===== config.mk =====
export PLATFORM = sky130hd
export DESIGN_NAME = crc32_byte_swapped_stream
export DESIGN_NICKNAME = d
export VERILOG_FILES = /design/src/sv/crc32bs_pkg.sv /design/src/sv/crc32_byte_swapped_stream.sv /design/src/sv/crc32bs_in_stage.sv /design/src/sv/crc32bs_core.sv /design/src/sv/crc32bs_out_stage.sv
export SDC_FILE = /design/constraint.sdc
export NUM_CORES = 1
export LEC_CHECK = 0
export ABC_AREA = 1
export BUFFER_PORTS_ARGS = -buffer_cell sky130_fd_sc_hd__clkbuf_2
export CAP_MARGIN = 0
export CORE_ASPECT_RATIO = 1.25
export CORE_MARGIN = 10
export CORE_UTILIZATION = 50
export CTS_BUF_LIST = sky130_fd_sc_hd__clkbuf_4 sky130_fd_sc_hd__clkbuf_8
export DETAILED_ROUTE_END_ITERATION = 10
export GPL_TIMING_DRIVEN = 1
export PLACE_DENSITY_LB_ADDON = 0.05
export SLEW_MARGIN = 20
export SYNTH_ARGS = -nofsm -noshare
export SYNTH_HDL_FRONTEND = slang
export SYNTH_SLANG_ARGS = --single-unit
export TNS_END_PERCENT = 10

===== constraint.sdc =====
create_clock -name clk_i -period 5 [get_ports clk_i]
set_input_delay 1 -clock clk_i [delete_from_list [all_inputs] [get_ports clk_i]]
set_output_delay 1 -clock clk_i [all_outputs]
set_load 0.02 [all_outputs]

===== src/sv/crc32bs_pkg.sv =====
// ----------------------------------------------------------------------------
// crc32bs_pkg
// Shared types, constants and CRC helper functions for the byte-swapped
// streaming CRC-32 engine.
// ----------------------------------------------------------------------------
package crc32bs_pkg;

  localparam logic [31:0] CrcPoly    = 32'hEDB8_8320;
  localparam logic [31:0] CrcAllOnes = 32'hFFFF_FFFF;

  typedef struct packed {
    logic [7:0] data_byte;
    logic       start_req;
    logic       last;
    logic       no_byte;
  } item_t;

  // Fold one byte into the remainder, least significant bit first.
  function automatic logic [31:0] fold_byte(logic [31:0] rem, logic [7:0] data);
    logic [31:0] r;
    logic        fb;
    r = rem;
    for (int k = 0; k < 8; k++) begin
      fb = r[0] ^ data[k];
      r  = {1'b0, r[31:1]};
      if (fb) begin
        r = r ^ CrcPoly;
      end
    end
    return r;
  endfunction

  function automatic logic [31:0] swap_bytes(logic [31:0] v);
    return {v[7:0], v[15:8], v[23:16], v[31:24]};
  endfunction

endpackage


===== src/sv/crc32_byte_swapped_stream.sv =====
// ----------------------------------------------------------------------------
// crc32_byte_swapped_stream
// Streaming reflected CRC-32 (poly 0xEDB88320) with a byte-swapped result.
// ----------------------------------------------------------------------------
// Usage:
//   Input channel (in_valid_i / in_ready_o) carries one request per message
//   byte: data_byte_i, start_req_i reloads the remainder to all ones first,
//   no_byte_i marks a request without a byte (zero-length message), and
//   last_i asks for the checksum once the byte is folded in.
//   Output channel (out_valid_o / out_ready_i) returns checksum_o, the
//   remainder with its bytes reversed and then inverted, once per last.
//   Throughput: one request per cycle, unless a last request waits for the
//   occupied result register; the byte fold feeding the remainder register
//   is combinational. A last request is captured in the input register,
//   then folded into the result register, where its checksum shows.
//   Reset loads the remainder with all ones and empties both registers.
//   While the receiver stalls, the result register holds; requests keep
//   flowing until one would need the occupied result register, and then
//   in_ready_o drops until it is taken.
// ----------------------------------------------------------------------------
module crc32_byte_swapped_stream (
  input  logic        clk_i,
  input  logic        rst_ni,
  input  logic        in_valid_i,
  output logic        in_ready_o,
  input  logic [7:0]  data_byte_i,
  input  logic        start_req_i,
  input  logic        last_i,
  input  logic        no_byte_i,
  output logic        out_valid_o,
  input  logic        out_ready_i,
  output logic [31:0] checksum_o
);

  crc32bs_pkg::item_t in_item;
  crc32bs_pkg::item_t s1_item;
  logic               s1_valid;
  logic               out_free;
  logic               advance;
  logic               fire;
  logic [31:0]        checksum_next;

  assign in_item.data_byte = data_byte_i;
  assign in_item.start_req = start_req_i;
  assign in_item.last      = last_i;
  assign in_item.no_byte   = no_byte_i;

  // Advance when the result register can take a checksum, or none is due.
  assign advance = out_free || !s1_item.last;
  assign fire    = s1_valid && advance;

  crc32bs_in_stage u_in_stage (
    .clk_i      (clk_i),
    .rst_ni     (rst_ni),
    .in_valid_i (in_valid_i),
    .in_ready_o (in_ready_o),
    .item_i     (in_item),
    .advance_i  (advance),
    .valid_o    (s1_valid),
    .item_o     (s1_item)
  );

  crc32bs_core u_core (
    .clk_i      (clk_i),
    .rst_ni     (rst_ni),
    .fire_i     (fire),
    .item_i     (s1_item),
    .checksum_o (checksum_next)
  );

  crc32bs_out_stage u_out_stage (
    .clk_i       (clk_i),
    .rst_ni      (rst_ni),
    .load_i      (fire && s1_item.last),
    .checksum_i  (checksum_next),
    .free_o      (out_free),
    .out_valid_o (out_valid_o),
    .out_ready_i (out_ready_i),
    .checksum_o  (checksum_o)
  );

endmodule


===== src/sv/crc32bs_in_stage.sv =====
// ----------------------------------------------------------------------------
// crc32bs_in_stage
// Input register: captures one request per cycle and holds it until the
// fold stage takes it.
// ----------------------------------------------------------------------------
module crc32bs_in_stage (
  input  logic                clk_i,
  input  logic                rst_ni,
  input  logic                in_valid_i,
  output logic                in_ready_o,
  input  crc32bs_pkg::item_t  item_i,
  input  logic                advance_i,
  output logic                valid_o,
  output crc32bs_pkg::item_t  item_o
);

  logic               valid_q, valid_d;
  crc32bs_pkg::item_t item_q;
  logic               load;

  assign in_ready_o = !valid_q || advance_i;
  assign load       = in_valid_i && in_ready_o;

  always_comb begin
    valid_d = valid_q;
    if (load) begin
      valid_d = 1'b1;
    end else if (advance_i) begin
      valid_d = 1'b0;
    end
  end

  always_ff @(posedge clk_i or negedge rst_ni) begin
    if (!rst_ni) begin
      valid_q <= 1'b0;
    end else begin
      valid_q <= valid_d;
    end
  end

  always_ff @(posedge clk_i) begin
    if (load) begin
      item_q <= item_i;
    end
  end

  assign valid_o = valid_q;
  assign item_o  = item_q;

endmodule


===== src/sv/crc32bs_core.sv =====
// ----------------------------------------------------------------------------
// crc32bs_core
// Running remainder register and the eight-step byte fold; forms the
// byte-swapped, inverted checksum for the last request of a message.
// ----------------------------------------------------------------------------
module crc32bs_core (
  input  logic                clk_i,
  input  logic                rst_ni,
  input  logic                fire_i,
  input  crc32bs_pkg::item_t  item_i,
  output logic [31:0]         checksum_o
);

  logic [31:0] rem_q, rem_d;
  logic [31:0] rem_base;

  always_comb begin
    rem_base = item_i.start_req ? crc32bs_pkg::CrcAllOnes : rem_q;
    rem_d    = item_i.no_byte ? rem_base
                              : crc32bs_pkg::fold_byte(rem_base, item_i.data_byte);
  end

  // Remainder is kept after the last byte; only a start request or reset reloads it.
  always_ff @(posedge clk_i or negedge rst_ni) begin
    if (!rst_ni) begin
      rem_q <= crc32bs_pkg::CrcAllOnes;
    end else if (fire_i) begin
      rem_q <= rem_d;
    end
  end

  assign checksum_o = ~crc32bs_pkg::swap_bytes(rem_d);

endmodule


===== src/sv/crc32bs_out_stage.sv =====
// ----------------------------------------------------------------------------
// crc32bs_out_stage
// Result register: holds a finished checksum until the receiver takes it.
// ----------------------------------------------------------------------------
module crc32bs_out_stage (
  input  logic        clk_i,
  input  logic        rst_ni,
  input  logic        load_i,
  input  logic [31:0] checksum_i,
  output logic        free_o,
  output logic        out_valid_o,
  input  logic        out_ready_i,
  output logic [31:0] checksum_o
);

  logic        valid_q, valid_d;
  logic [31:0] checksum_q;

  assign free_o = !valid_q || out_ready_i;

  always_comb begin
    valid_d = valid_q;
    if (load_i) begin
      valid_d = 1'b1;
    end else if (out_ready_i) begin
      valid_d = 1'b0;
    end
  end

  always_ff @(posedge clk_i or negedge rst_ni) begin
    if (!rst_ni) begin
      valid_q <= 1'b0;
    end else begin
      valid_q <= valid_d;
    end
  end

  always_ff @(posedge clk_i) begin
    if (load_i) begin
      checksum_q <= checksum_i;
    end
  end

  assign out_valid_o = valid_q;
  assign checksum_o  = checksum_q;

endmodule

==> flow_metrics.env <==
export IMPL_worst_pin_slew_ns=0.891
export IMPL_synth_seq_area_share_pct=48.5
export IMPL_placement_io_buffers=48
export IMPL_status="complete, no violations"
export IMPL_drive_above_1_share_pct=26.5
export IMPL_clockPowerShare_pct=21.0
export IMPL_synth_yosys_warnings=0
export IMPL_layoutNonFillerInstCount=727
export IMPL_final_weighted_congestion_of_routability_driven_global_placement=0.868
export IMPL_synth_cell_type_count=35
export IMPL_synth_seq_cells=77
export IMPL_insertedDiodeCount=0
export IMPL_use_met2_pct=28.3
export IMPL_root_buffer="clkbuf_8"
export IMPL_die_width_um=105
export IMPL_first_global_vias=3553
export IMPL_total_power_draw_w=0.00215
export IMPL_nNetsFinal=617
export IMPL_worst_flop_to_flop_path_endpoint="u_out_stage.checksum_o[11]$_DFFE_PP_"
export IMPL_critical_path_slowest_cell="inv_1"
export IMPL_post_cts_setup_buffers=0
export IMPL_intPower_w=0.00135
export IMPL_mappedNetlistNets=569
export IMPL_routed_via_density=5.02
export IMPL_dp_final_hpwl_um=7920
export IMPL_detailedRoute_firstIterationViolations=242
export IMPL_reg2reg_setup_slack_ns=2.54
export IMPL_clk_latency_ns=0.36
export IMPL_timing_critical_path_cells="clkbuf_2 > inv_1 > nand3_1 > nand2_1 > buf_4 > inv_1 > nand2_1 > inv_1 > buf_4"
export IMPL_grt_busiest_layer="met2"
export IMPL_final_setup_violating_endpoints=0
export IMPL_dominant_cell_type_by_count_on_the_critical_path="inv_1"
export IMPL_hold_violations_final=0
export IMPL_cp_top_family="buffers and inverters"
export IMPL_cts_max_level=3
export IMPL_critical_path_reg2reg_startpoint="u_in_stage.item_o[2]$_DFFE_PP_"
export IMPL_power_static_leakage_nw=2.38
export IMPL_drv_max_cap_violation_count=0
export IMPL_finalSetupTns_ns=0
export IMPL_area_of_the_die_um2=13200
export IMPL_switching_share_pct=37.1
export IMPL_cellPowerDensity_nw_per_um2=427
export IMPL_postSynthCellCount=554
export IMPL_crit_fanout=54
export IMPL_detail_route_wl_per_cell_um=14.8
export IMPL_max_freq_mhz=378
export IMPL_layout_cells_most_common="nand2_1"
export IMPL_gr_total_overflow=0
export IMPL_reg2regPathDepth=12
export IMPL_cts_hold_buffers_added=0
export IMPL_global_route_usage_met1_pct=19.1
export IMPL_clkTransAtPathRegs_ns=0.07
export IMPL_initial_core_util_pct=51.4
export IMPL_chipHeight_um=126
export IMPL_critPathLaunchType="input pin"
export IMPL_top_level_ports=49
export IMPL_synth_top_cells_by_area="edfxtp_1 (29%), dfstp_2 (19%), nand2_1 (19%)"
export IMPL_slew_violations=0
export IMPL_cts_repair_resize_count=0
export IMPL_hold_worst_slack_ns=0.472
export IMPL_cp_data_required_time_ns=5.01
export IMPL_hold_depth=2
export IMPL_placement_cell_area_um2=4840
export IMPL_layout_worst_path_cycle_share_pct=52.9
export IMPL_critical_path_buf_inv_count=6
export IMPL_worst_slew_slack_as_a_fraction_of_its_limit_pct=40.6
export IMPL_grt_max_degree=55
export IMPL_cts_sinks=77
export IMPL_min_from="u_core.rem_q[22]$_DFFE_PN1N_"
export IMPL_grt_pass1_wl_um=17600
export IMPL_synthesis_area_per_instance_um2=8.12
export IMPL_power_share_sequential_pct=43.4
export IMPL_cp_end_kind="register"
export IMPL_timing_worst_setup_path_type="input pin to register"
export IMPL_mappedNetlistArea_um2=4500
export IMPL_cp_arrival_ns=2.66
export IMPL_drt_antenna_violating_nets=0
export IMPL_finClkSkew_ns=0.0110
export IMPL_drcViolationCount=0
export IMPL_synth_area_leader_cell="edfxtp_1"
export IMPL_vdd_drop_max_uv=214
export IMPL_crit_path_max_incr_delay_ns=0.40
export IMPL_net_switching_power_w=0.000798
export IMPL_most_frequent_cells_in_the_layout="nand2_1 (224), nand3_1 (48), clkbuf_2 (48)"
export IMPL_rows=38
export IMPL_antenna_found_initial=0
export IMPL_detailroute_via_count=3652
export IMPL_cts_path_max_buffers=2
export IMPL_timing_final_crit_period_ns=2.64
export IMPL_global_route_usage_over_all_layers_pct=16.5
export IMPL_layout_cell_area_non_filler_um2=5030
export IMPL_placeableCoreArea_um2=8750
export IMPL_dr_pass1_iters=5
export IMPL_hold_path_end="u_core.rem_q[22]$_DFFE_PN1N_"
export IMPL_pwr_share_comb_pct=35.6
export IMPL_rsz_0062_raised_after_global_routing="no"
export IMPL_area_growth_syn_to_layout_pct=11.9
export IMPL_dp_cells=711
export IMPL_hold_path_class="register to register"
export IMPL_cts_tree="yes"
export IMPL_tritoncts_num_buffers=9
export IMPL_gr_usage_met3_pct=2.86
export IMPL_drt_wl_total_um=10700
export IMPL_synth_top_cell_area_share_pct=28.7
## tightest hold or removal path, stage by stage (launching register included)
cell	delay, ns
dfstp_2	0.37
nand2_1	0.05
nand2_1	0.05
## flip-flops by register name, indices dropped and copies added (netlist names)
register / flops
u_in_stage.item_o: 11
u_out_stage.out_valid_o: 1
u_in_stage.valid_o: 1
u_core.rem_q: 32
u_out_stage.checksum_o: 32
## power groups by stage
stage	Combinational, W	Clock (W)	Sequential (W)
2_1_floorplan	0.000551	0	0.000964
3_3_place_gp	0.000754	0	0.000939
3_5_place_dp	0.000766	0	0.000944
4_1_cts	0.000769	0.000464	0.000932
5_1_grt	0.000866	0.000490	0.000946
6_report	0.000765	0.000450	0.000933
## through the flow
step                      setup slack (ns)  util (%)
after floorplan                       2.38         -
after CTS                             2.35      57.6
after detailed placement              1.98      55.3
final                                 2.36      57.6
after global placement                2.04      55.3
after global routing                  2.19      57.6
## cells in the mapped netlist
cell type and instances:
or2_1 4, o21ai_0 15, o21bai_1 1, nand3_2 1, nor3_1 1, nand4_1 1, o31ai_1 1, buf_4 3
dfstp_2 32, o21ai_1 17, inv_2 6, nand2_4 5, xnor2_1 4, nand3b_1 2, xnor2_2 3, a31oi_1 1
buf_2 2, nor2_2 3, buf_1 1, o221ai_1 1, nand3_1 48, clkinv_1 1, clkbuf_1 9, xor2_1 18
dfrtp_1 2, nor2_4 6, xor2_2 1, and2_1 1, nor2_1 33, edfxtp_1 43, inv_1 28, nand2_1 224
buf_6 2, o21ai_2 7, nand2_2 27
## worst max path at each step
stage                                                       to  depth (start not counted)   startpoint  slack, ns
after floorplan            u_out_stage.checksum_o[0]$_DFFE_PP_                          7  out_ready_i       2.38
after global placement    u_out_stage.checksum_o[12]$_DFFE_PP_                          9  out_ready_i       2.04
after detailed placement  u_out_stage.checksum_o[13]$_DFFE_PP_                          9  out_ready_i       1.98
after CTS                 u_out_stage.checksum_o[13]$_DFFE_PP_                          9  out_ready_i       2.35
after global routing       u_out_stage.checksum_o[2]$_DFFE_PP_                          9  out_ready_i       2.19
final                      u_out_stage.checksum_o[0]$_DFFE_PP_                          9  out_ready_i       2.36
## routing by layer
metal,wire [µm],vias up
met5,0,-
met4,311,0
met1,4710,1685
met2,5370,81
met3,357,18
li1,-,1868
## kinds of logic (layout without fill, tap and decap cells)
group / count (synthesis) / after routing / synth area share, %
buffers and inverters: 52 / 105 / 4.98
AO/OA/AOI/OAI: 43 / 43 / 5.59
AND/OR/NAND/NOR: 356 / 356 / 35.2
flip-flops: 77 / 77 / 48.5
XOR/XNOR: 26 / 26 / 5.73
## layout make-up
cell class / instances / area, µm²
clock buffer: 15 / 188
sequential: 77 / 2180
fill: 833 / 3710
timing repair buffer: 54 / 285
clock inverter: 1 / 5.00
tap: 120 / 150
multi-input combinational: 425 / 2090
inverter: 35 / 131
No activity file was read; power rests on OpenSTA's default activity.
